### src/design/lfrmc_pkg.sv
// ---------------------------------------------------------------------------
// lfrmc_pkg
// Shared types, constants and the route table of the line follow controller.
// ---------------------------------------------------------------------------
`default_nettype none

package lfrmc_pkg;

   localparam int PWM_PERIOD  = 100;
   localparam int SAMPLE_BITS = 12;
   localparam int ROUTE_STEPS = 8;
   localparam int ROUTE_COUNT = 3;

   localparam int PHASE_W  = 7;
   localparam int DUTY_W   = 7;
   localparam int HOLD_W   = 16;
   localparam int COUNT_W  = 8;
   localparam int ROUTE_W  = 2;
   localparam int ADDR_W   = 5;
   localparam int DATA_W   = 32;

   typedef enum logic [1:0] {
      ACT_FWD   = 2'd0,
      ACT_LEFT  = 2'd1,
      ACT_RIGHT = 2'd2,
      ACT_STOP  = 2'd3
   } act_type;

   localparam logic [1:0] BR_OFF = 2'd0;
   localparam logic [1:0] BR_REV = 2'd1;
   localparam logic [1:0] BR_FWD = 2'd2;

   typedef enum logic [2:0] {
      REG_ROUTE_SELECT    = 3'd0,
      REG_CROSS_THRESHOLD = 3'd1,
      REG_DEAD_BAND       = 3'd2,
      REG_CRUISE_DUTY     = 3'd3,
      REG_CORRECTION_DUTY = 3'd4,
      REG_TURN_HOLD_TICKS = 3'd5
   } reg_idx_type;

   typedef struct packed {
      logic [ROUTE_W-1:0]     route_select;
      logic [SAMPLE_BITS-1:0] crossing_threshold;
      logic [SAMPLE_BITS-1:0] dead_band;
      logic [DUTY_W-1:0]      cruise_duty;
      logic [DUTY_W-1:0]      correction_duty;
      logic [HOLD_W-1:0]      turn_hold_ticks;
   } cfg_type;

   typedef struct packed {
      logic               left_pwm_out;
      logic               right_pwm_out;
      logic [1:0]         left_bridge;
      logic [1:0]         right_bridge;
      logic [COUNT_W-1:0] crossings_seen;
      act_type            last_action;
      logic               holding;
   } rsp_type;

   // columns past the route length hold stop
   localparam logic [1:0] ROUTE_TABLE [3][16] = '{
      '{2'd0, 2'd1, 2'd1, 2'd0, 2'd2, 2'd1, 2'd2, 2'd3,
        2'd3, 2'd3, 2'd3, 2'd3, 2'd3, 2'd3, 2'd3, 2'd3},
      '{2'd1, 2'd2, 2'd1, 2'd2, 2'd0, 2'd0, 2'd3, 2'd3,
        2'd3, 2'd3, 2'd3, 2'd3, 2'd3, 2'd3, 2'd3, 2'd3},
      '{2'd2, 2'd0, 2'd2, 2'd1, 2'd2, 2'd1, 2'd0, 2'd3,
        2'd3, 2'd3, 2'd3, 2'd3, 2'd3, 2'd3, 2'd3, 2'd3}
   };

   function automatic act_type route_lookup(input logic [ROUTE_W-1:0] route,
                                            input logic [COUNT_W-1:0] count);
      logic [1:0] row;
      logic [3:0] col;
      act_type    act;
      row = route - 2'd1;
      col = 4'(count - 8'd1);
      act = ACT_STOP;
      if (route != '0 && int'(route) <= ROUTE_COUNT &&
          count != '0 && int'(count) <= ROUTE_STEPS && int'(count) <= 16) begin
         act = act_type'(ROUTE_TABLE[row][col]);
      end
      return act;
   endfunction

endpackage

`default_nettype wire

### src/design/lfrmc_csr.sv
// ---------------------------------------------------------------------------
// lfrmc_csr
// Configuration registers behind a simple APB-style slave port.
// ---------------------------------------------------------------------------
`default_nettype none

module lfrmc_csr (
   input  wire logic                         clock,
   input  wire logic                         reset,
   input  wire logic                         csr_psel,
   input  wire logic                         csr_penable,
   input  wire logic                         csr_pwrite,
   input  wire logic [lfrmc_pkg::ADDR_W-1:0] csr_paddr,
   input  wire logic [lfrmc_pkg::DATA_W-1:0] csr_pwdata,
   output logic      [lfrmc_pkg::DATA_W-1:0] csr_prdata,
   output logic                              csr_pready,
   output lfrmc_pkg::cfg_type                cfg
);
   import lfrmc_pkg::*;

   cfg_type     cfg_ff, cfg_in;
   reg_idx_type idx;
   logic        wr_en;

   assign idx        = reg_idx_type'(csr_paddr[ADDR_W-1:2]);
   assign wr_en      = csr_psel && csr_penable && csr_pwrite;
   assign csr_pready = 1'b1;
   assign cfg        = cfg_ff;

   always_comb begin
      cfg_in = cfg_ff;
      if (wr_en) begin
         unique case (idx)
            REG_ROUTE_SELECT:    cfg_in.route_select       = csr_pwdata[ROUTE_W-1:0];
            REG_CROSS_THRESHOLD: cfg_in.crossing_threshold = csr_pwdata[SAMPLE_BITS-1:0];
            REG_DEAD_BAND:       cfg_in.dead_band          = csr_pwdata[SAMPLE_BITS-1:0];
            REG_CRUISE_DUTY:     cfg_in.cruise_duty        = csr_pwdata[DUTY_W-1:0];
            REG_CORRECTION_DUTY: cfg_in.correction_duty    = csr_pwdata[DUTY_W-1:0];
            REG_TURN_HOLD_TICKS: cfg_in.turn_hold_ticks    = csr_pwdata[HOLD_W-1:0];
            default:             cfg_in = cfg_ff;
         endcase
      end
   end

   always_comb begin
      csr_prdata = '0;
      unique case (idx)
         REG_ROUTE_SELECT:    csr_prdata = DATA_W'(cfg_ff.route_select);
         REG_CROSS_THRESHOLD: csr_prdata = DATA_W'(cfg_ff.crossing_threshold);
         REG_DEAD_BAND:       csr_prdata = DATA_W'(cfg_ff.dead_band);
         REG_CRUISE_DUTY:     csr_prdata = DATA_W'(cfg_ff.cruise_duty);
         REG_CORRECTION_DUTY: csr_prdata = DATA_W'(cfg_ff.correction_duty);
         REG_TURN_HOLD_TICKS: csr_prdata = DATA_W'(cfg_ff.turn_hold_ticks);
         default:             csr_prdata = '0;
      endcase
   end

   always_ff @(posedge clock) begin
      if (reset) begin
         cfg_ff.route_select       <= ROUTE_W'(1);
         cfg_ff.crossing_threshold <= SAMPLE_BITS'(2000);
         cfg_ff.dead_band          <= SAMPLE_BITS'(2);
         cfg_ff.cruise_duty        <= DUTY_W'(10);
         cfg_ff.correction_duty    <= DUTY_W'(20);
         cfg_ff.turn_hold_ticks    <= HOLD_W'(300 * 100);
      end else begin
         cfg_ff <= cfg_in;
      end
   end

endmodule

`default_nettype wire

### src/design/lfrmc_step.sv
// ---------------------------------------------------------------------------
// lfrmc_step
// Controller state and the per-tick decision: hold, crossing or steering.
// ---------------------------------------------------------------------------
`default_nettype none

module lfrmc_step (
   input  wire logic                              clock,
   input  wire logic                              reset,
   input  wire logic                              tick,
   input  wire logic [lfrmc_pkg::SAMPLE_BITS-1:0] left_sample,
   input  wire logic [lfrmc_pkg::SAMPLE_BITS-1:0] right_sample,
   input  wire logic [lfrmc_pkg::SAMPLE_BITS-1:0] crossing_sample,
   input  wire lfrmc_pkg::cfg_type                cfg,
   output lfrmc_pkg::rsp_type                     rsp
);
   import lfrmc_pkg::*;

   logic [PHASE_W-1:0] phase_ff, phase_in, phase_inc;
   logic [DUTY_W-1:0]  left_duty_ff, left_duty_in;
   logic [DUTY_W-1:0]  right_duty_ff, right_duty_in;
   logic [1:0]         left_br_ff, left_br_in;
   logic [1:0]         right_br_ff, right_br_in;
   logic               on_cross_ff, on_cross_in;
   logic [COUNT_W-1:0] count_ff, count_in, count_inc;
   logic [HOLD_W-1:0]  hold_ff, hold_in;
   act_type            action_ff, action_in, lookup_act;

   logic                   left_ge;
   logic [SAMPLE_BITS-1:0] diff;
   logic                   out_of_band;

   assign count_inc  = count_ff + 8'd1;
   assign lookup_act = route_lookup(cfg.route_select, count_inc);

   // magnitude of left - right, and which side leads
   assign left_ge     = left_sample >= right_sample;
   assign diff        = left_ge ? left_sample - right_sample : right_sample - left_sample;
   assign out_of_band = diff > cfg.dead_band;

   assign phase_inc = phase_ff + 7'd1;
   assign phase_in  = (int'(phase_inc) >= PWM_PERIOD) ? '0 : phase_inc;

   always_comb begin
      left_duty_in  = left_duty_ff;
      right_duty_in = right_duty_ff;
      left_br_in    = left_br_ff;
      right_br_in   = right_br_ff;
      on_cross_in   = on_cross_ff;
      count_in      = count_ff;
      hold_in       = hold_ff;
      action_in     = action_ff;
      if (hold_ff != '0) begin
         hold_in = hold_ff - 16'd1;
      end else if (crossing_sample > cfg.crossing_threshold) begin
         if (!on_cross_ff) begin
            on_cross_in = 1'b1;
            count_in    = count_inc;
            action_in   = lookup_act;
            unique case (lookup_act)
               ACT_FWD: begin
                  left_br_in  = BR_FWD;
                  right_br_in = BR_FWD;
               end
               ACT_LEFT: begin
                  left_br_in  = BR_REV;
                  right_br_in = BR_FWD;
               end
               ACT_RIGHT: begin
                  left_br_in  = BR_FWD;
                  right_br_in = BR_REV;
               end
               default: begin
                  left_br_in  = BR_OFF;
                  right_br_in = BR_OFF;
               end
            endcase
            if (lookup_act == ACT_STOP) begin
               left_duty_in  = '0;
               right_duty_in = '0;
            end else begin
               left_duty_in  = cfg.cruise_duty;
               right_duty_in = cfg.cruise_duty;
               hold_in       = cfg.turn_hold_ticks;
            end
         end
      end else begin
         on_cross_in   = 1'b0;
         left_br_in    = BR_FWD;
         right_br_in   = BR_FWD;
         left_duty_in  = cfg.cruise_duty;
         right_duty_in = cfg.cruise_duty;
         // the lagging side gets the correction duty
         if (out_of_band && left_ge) begin
            right_duty_in = cfg.correction_duty;
         end else if (out_of_band) begin
            left_duty_in = cfg.correction_duty;
         end
      end
   end

   always_comb begin
      rsp.left_pwm_out   = phase_in < left_duty_in;
      rsp.right_pwm_out  = phase_in < right_duty_in;
      rsp.left_bridge    = left_br_in;
      rsp.right_bridge   = right_br_in;
      rsp.crossings_seen = count_in;
      rsp.last_action    = action_in;
      rsp.holding        = hold_in != '0;
   end

   always_ff @(posedge clock) begin
      if (reset) begin
         phase_ff      <= '0;
         left_duty_ff  <= '0;
         right_duty_ff <= '0;
         left_br_ff    <= BR_OFF;
         right_br_ff   <= BR_OFF;
         on_cross_ff   <= 1'b0;
         count_ff      <= '0;
         hold_ff       <= '0;
         action_ff     <= ACT_STOP;
      end else if (tick) begin
         phase_ff      <= phase_in;
         left_duty_ff  <= left_duty_in;
         right_duty_ff <= right_duty_in;
         left_br_ff    <= left_br_in;
         right_br_ff   <= right_br_in;
         on_cross_ff   <= on_cross_in;
         count_ff      <= count_in;
         hold_ff       <= hold_in;
         action_ff     <= action_in;
      end
   end

endmodule

`default_nettype wire

### src/design/line_follow_route_motor_controller.sv
// ---------------------------------------------------------------------------
// line_follow_route_motor_controller
// Line follower with route table: sensor samples in, PWM and bridge drive out.
//
//   channel   ports          direction   handshake
//   ------------------------------------------------------------
//   samples   req_*          in          req_valid / req_stall
//   drive     rsp_*          out         rsp_valid / rsp_stall
//   config    csr_*          in/out      apb-style, pready tied high
//
// One item per cycle sustained while rsp_stall is low; an item is held in the input
// register and then loaded into the result register, from which its result
// can be taken.
// Synchronous reset clears the controller state and loads register defaults.
// A stalled result holds while the input register keeps one more item;
// req_stall rises only when both are full and rsp_stall is high.
// ---------------------------------------------------------------------------
`default_nettype none

module line_follow_route_motor_controller (
   input  wire logic                              clock,
   input  wire logic                              reset,
   input  wire logic                              req_valid,
   output logic                                   req_stall,
   input  wire logic [lfrmc_pkg::SAMPLE_BITS-1:0] req_left_sample,
   input  wire logic [lfrmc_pkg::SAMPLE_BITS-1:0] req_right_sample,
   input  wire logic [lfrmc_pkg::SAMPLE_BITS-1:0] req_crossing_sample,
   output logic                                   rsp_valid,
   input  wire logic                              rsp_stall,
   output logic                                   rsp_left_pwm_out,
   output logic                                   rsp_right_pwm_out,
   output logic      [1:0]                        rsp_left_bridge,
   output logic      [1:0]                        rsp_right_bridge,
   output logic      [lfrmc_pkg::COUNT_W-1:0]     rsp_crossings_seen,
   output logic      [1:0]                        rsp_last_action,
   output logic                                   rsp_holding,
   input  wire logic                              csr_psel,
   input  wire logic                              csr_penable,
   input  wire logic                              csr_pwrite,
   input  wire logic [lfrmc_pkg::ADDR_W-1:0]      csr_paddr,
   input  wire logic [lfrmc_pkg::DATA_W-1:0]      csr_pwdata,
   output logic      [lfrmc_pkg::DATA_W-1:0]      csr_prdata,
   output logic                                   csr_pready
);
   import lfrmc_pkg::*;

   cfg_type cfg;
   rsp_type step_rsp;
   rsp_type rsp_ff;

   logic                   in_valid_ff, in_valid_in;
   logic [SAMPLE_BITS-1:0] left_ff, right_ff, cross_ff;
   logic                   rsp_valid_ff, rsp_valid_in;
   logic                   out_load, in_load;

   assign out_load    = !rsp_valid_ff || !rsp_stall;
   assign in_load     = !in_valid_ff || out_load;
   assign req_stall   = !in_load;
   assign in_valid_in = in_load ? req_valid : in_valid_ff;
   assign rsp_valid_in = out_load ? in_valid_ff : rsp_valid_ff;

   lfrmc_csr u_csr (
      .clock       (clock),
      .reset       (reset),
      .csr_psel    (csr_psel),
      .csr_penable (csr_penable),
      .csr_pwrite  (csr_pwrite),
      .csr_paddr   (csr_paddr),
      .csr_pwdata  (csr_pwdata),
      .csr_prdata  (csr_prdata),
      .csr_pready  (csr_pready),
      .cfg         (cfg)
   );

   lfrmc_step u_step (
      .clock           (clock),
      .reset           (reset),
      .tick            (in_valid_ff && out_load),
      .left_sample     (left_ff),
      .right_sample    (right_ff),
      .crossing_sample (cross_ff),
      .cfg             (cfg),
      .rsp             (step_rsp)
   );

   always_ff @(posedge clock) begin
      if (reset) begin
         in_valid_ff  <= 1'b0;
         rsp_valid_ff <= 1'b0;
      end else begin
         in_valid_ff  <= in_valid_in;
         rsp_valid_ff <= rsp_valid_in;
      end
   end

   always_ff @(posedge clock) begin
      if (in_load && req_valid) begin
         left_ff  <= req_left_sample;
         right_ff <= req_right_sample;
         cross_ff <= req_crossing_sample;
      end
      if (out_load && in_valid_ff) begin
         rsp_ff <= step_rsp;
      end
   end

   assign rsp_valid          = rsp_valid_ff;
   assign rsp_left_pwm_out   = rsp_ff.left_pwm_out;
   assign rsp_right_pwm_out  = rsp_ff.right_pwm_out;
   assign rsp_left_bridge    = rsp_ff.left_bridge;
   assign rsp_right_bridge   = rsp_ff.right_bridge;
   assign rsp_crossings_seen = rsp_ff.crossings_seen;
   assign rsp_last_action    = rsp_ff.last_action;
   assign rsp_holding        = rsp_ff.holding;

endmodule

`default_nettype wire

### config.mk
export PLATFORM = sky130hd
export DESIGN_NAME = line_follow_route_motor_controller
export DESIGN_NICKNAME = d
export VERILOG_FILES = /design/src/design/lfrmc_pkg.sv /design/src/design/lfrmc_csr.sv /design/src/design/lfrmc_step.sv /design/src/design/line_follow_route_motor_controller.sv
export SDC_FILE = /design/constraint.sdc
export NUM_CORES = 1
export LEC_CHECK = 0
export BUFFER_PORTS_ARGS = -buffer_cell sky130_fd_sc_hd__buf_2
export CORE_MARGIN = 4
export CORE_UTILIZATION = 59
export CTS_BUF_LIST = sky130_fd_sc_hd__clkbuf_4 sky130_fd_sc_hd__clkbuf_8 sky130_fd_sc_hd__clkbuf_16
export DETAILED_ROUTE_END_ITERATION = 8
export GPL_ROUTABILITY_DRIVEN = 0
export PLACE_DENSITY = 0.85
export SYNTH_ARGS = -nofsm -noshare
export SYNTH_HDL_FRONTEND = slang
export SYNTH_SLANG_ARGS = --single-unit
### constraint.sdc
create_clock -name clock -period 6.5 [get_ports clock]
set_input_delay 1.3 -clock clock [delete_from_list [all_inputs] [get_ports clock]]
set_output_delay 1.3 -clock clock [all_outputs]
set_load 0.005 [all_outputs]
==> impl_metrics.csv <==
group,metric,value,unit
status,status,"complete, no violations",
cells_and_area,num_antenna_cells,0,
flow_run,maxCapViolCount,0,
critical_path,crit_slowest_cell,"fa_1",
synthesis,synth_area_per_cell,8.62,um^2
route,wl,25.0,mm
min_path,min_path_cells,2,
place,dp_hpwl,17.5,mm
power_and_ir_drop,p_leak,4.65,nW
synthesis,seq_area_frac_synth,36.8,%
global_routing,grt_pass1_wl,40.3,mm
clocking,clkTransAtPathRegs,60,ps
sta,max-slew-margin-rel,12.3,%
synthesis,synth_compound_area_share,20.5,%
die,rows,48,
route,via_per_inst,6.08,
synthesis,synth-main-ff-cell,"dfxtp_1",
sta,setup_viol,0,
synthesis,synth_top_area_share,21.3,%
critical_path,crit_path_frequent_cell,"a21o_1",
synthesis,yosysWarnings,0,
cells_and_area,drive_gt1_share,14.9,%
route,drc,0,
synthesis,synthXorXnorAreaFrac,2.72,%
synthesis,yosys.cell_types.count,95,
synthesis,syn_inst,1198,
global_routing,grt_max_degree,111,
critical_path,cp-end-kind,"flip-flop",
cells_and_area,final_nets,1399,
critical_path,arrival,6440,ps
die,dieArea,19700,um^2
global_routing,grt-ovfl-total,0,
synthesis,synth_seq_cells,163,
synthesis,synth_top_family_by_area,"compound AO/OA/AOI/OAI gates",
clocking,htree_levels,4,
synthesis,yosys.area_share.simple,19.6,%
sta,fin_crit,6160,ps
synthesis,synth_fa_ha_area_share,8.51,%
power_and_ir_drop,power,0.00337,W
clocking,cts_tree,"yes",
die,initial_utilization,59.9,%
global_routing,grt_use_total,24.8,%
die,core,17200,um^2
clocking,ctsHoldBuffers,0,
sta,hold_violations,0,
route,firstDrtPassIters,5,
sta,skew,11.0,ps
clocking,cts_buffers,17,
route,wl_per_cell,16.8,um
route,num_vias,9048,
clocking,clock_sinks,163,
die,io-pin-count,132,
synthesis,synth_mux_area_share,4.51,%
die,fp.dieH,140,um
synthesis,synthArstFlopShare,0,%
synthesis,mappedNetlistArea,10300,um^2
die,dieWidth,140,um
clocking,cts_root_buf,"clkbuf_16",
sta,drv_slew,0,
sta,tightest_slew,1310,ps
critical_path,cp_max_fo,7,
clocking,clk_latency,440,ps
route,drt.antenna.violating_nets,0,
global_routing,grt_pass1_vias,8326,
place,io_buffers,96,
clocking,clk_path_buf_depth,2,
sta,max_freq,0.162,GHz
cells_and_area,final_area,11400,um^2
power_and_ir_drop,pwr_density_cell,296,nW/um^2
place,placed_area,10700,um^2
power_and_ir_drop,irDropWorstVdd,0.000225,V
synthesis,yosys-top-cells-area,"dfxtp_1 (21%), edfxtp_1 (15%), ha_1 (8.1%), nand2_1 (6.4%), a21oi_1 (5.5%)",
min_path,hold_path.class,"reg2reg",
critical_path,slowest_delay,400,ps
critical_path,start_kind,"flip-flop",
synthesis,yosysTopAreaCell,"dfxtp_1",
critical_path,required,6780,ps
sta,period_share,94.7,%
critical_path,crit_type,"reg2reg",
global_routing,antenna_found_initial,0,
route,drt-initial-drc-count,976,
synthesis,synth_edf_count,53,
cells_and_area,area_growth,10.5,%
critical_path,rr_worst_depth,32,
[metrics by stage]
step	util, %	setup TNS (ps)	worst slack (ps)	instances	hold slack (ps)
after floorplan	-	0	637	1213	432
after global placement	62.1	0	338	1452	442
after detailed placement	62.1	0	175	1452	448
after CTS	65.6	0	142	1484	456
after global routing	66.1	-76.3	-46.1	1488	470
final	66.1	0	344	1488	459
[per-layer routing]
layer	GRT usage (%)	share of wire [%]
met1	34.0	43
met3	3.99	8.0
met4	9.03	2.2
met2	39.6	47
met5	0	0
[layout make-up]
| type | instances | area (um^2) |
|---|---|---|
| clock buffer | 20 | 454 |
| fill | 1341 | 5840 |
| inverter | 67 | 251 |
| multi-input combinational | 894 | 5890 |
| sequential | 163 | 3790 |
| timing repair buffer | 107 | 578 |
| tap | 225 | 282 |
| clock inverter | 12 | 154 |
[flip-flops by register name (all words and copies together), names as in the netlist, 8 cells and up]
register / cells
cross_ff: 12
u_step.hold_ff: 16
u_csr.cfg: 56
right_ff: 12
left_ff: 12
rsp_crossings_seen: 8
u_step.count_ff: 8
[Yosys cell counts (20+ instances only)]
cell      number
clkbuf_1      46
dfxtp_1      110
nand2_1      177
nor3_1        25
nor2_1        89
a21oi_1      113
inv_1         66
o21ai_0       48
mux2i_1       35
nand3_1       31
ha_1          67
xnor2_1       20
edfxtp_1      53
[power by group]
| part | total, W | internal [W] | switching [W] |
|---|---|---|---|
| registers | 0.00119 | 0.00113 | 0.0000655 |
| logic | 0.00113 | 0.000464 | 0.000667 |
| clock network | 0.00105 | 0.000624 | 0.000425 |
| total | 0.00337 | 0.00222 | 0.00116 |
[worst max-delay path: cells and delay by family, from the launching register on]
kind,cells,cell delay (ps)
compound gates,16,2640
xor+xnor,1,130
fa+ha+maj,4,1020
buf+inv,3,270
flops,1,390
mux,1,300
simple gates,7,1240
[worst paths after layout]
path / from / end / slack (ps)
max: left_ff[0]$_DFFE_PP_ / rsp_right_pwm_out$_DFFE_PP_ / 340
min: u_csr.cfg[32]$_SDFFE_PP0P_ / u_csr.cfg[32]$_SDFFE_PP0P_ / 460
max reg2reg: left_ff[0]$_DFFE_PP_ / rsp_right_pwm_out$_DFFE_PP_ / 340
min reg2reg: u_csr.cfg[32]$_SDFFE_PP0P_ / u_csr.cfg[32]$_SDFFE_PP0P_ / 460
[logic make-up after synthesis]
group,count (synthesis)
AND/OR/NAND/NOR,420
AO/OA/AOI/OAI,312
flip-flops,163
buffers and inverters,156
adder cells (fa/ha/maj),69
multiplexers,44
XOR/XNOR,32
other,2
[layout by cell type (no fill, tap or decap), types with 6 or more instances in the layout]
cell	synthesis	routed
mux2i_1	35	35
o21ai_0	48	47
edfxtp_1	53	53
or3_1	9	9
inv_1	66	66
a211oi_1	9	8
a21o_1	18	18
nand4_1	11	11
a22oi_1	13	13
o22ai_1	7	7
nand2_1	177	177
nand3_1	31	31
nor3_1	25	23
buf_4	19	11
buf_2	9	95
xor2_1	12	12
a211o_1	16	16
conb_1	2	17
mux2_2	7	7
and3_1	9	9
nand3b_1	11	11
clkbuf_16	0	17
a21oi_1	113	110
o211ai_1	8	8
a31oi_1	8	8
a22o_1	11	11
nand2b_1	6	6
xnor2_1	20	20
a2111oi_0	10	9
dfxtp_1	110	110
nor2b_1	17	16
ha_1	67	67
nor2_1	89	89
[repair_timing]
item / 4_1_cts / 5_1_grt
gates resized for setup: 0 / 10
endpoints found under the setup margin: 0 / 2
buffers inserted: 0 / 4
hold endpoints to repair: 0 / 0
Power figures use the tool's default switching activity.
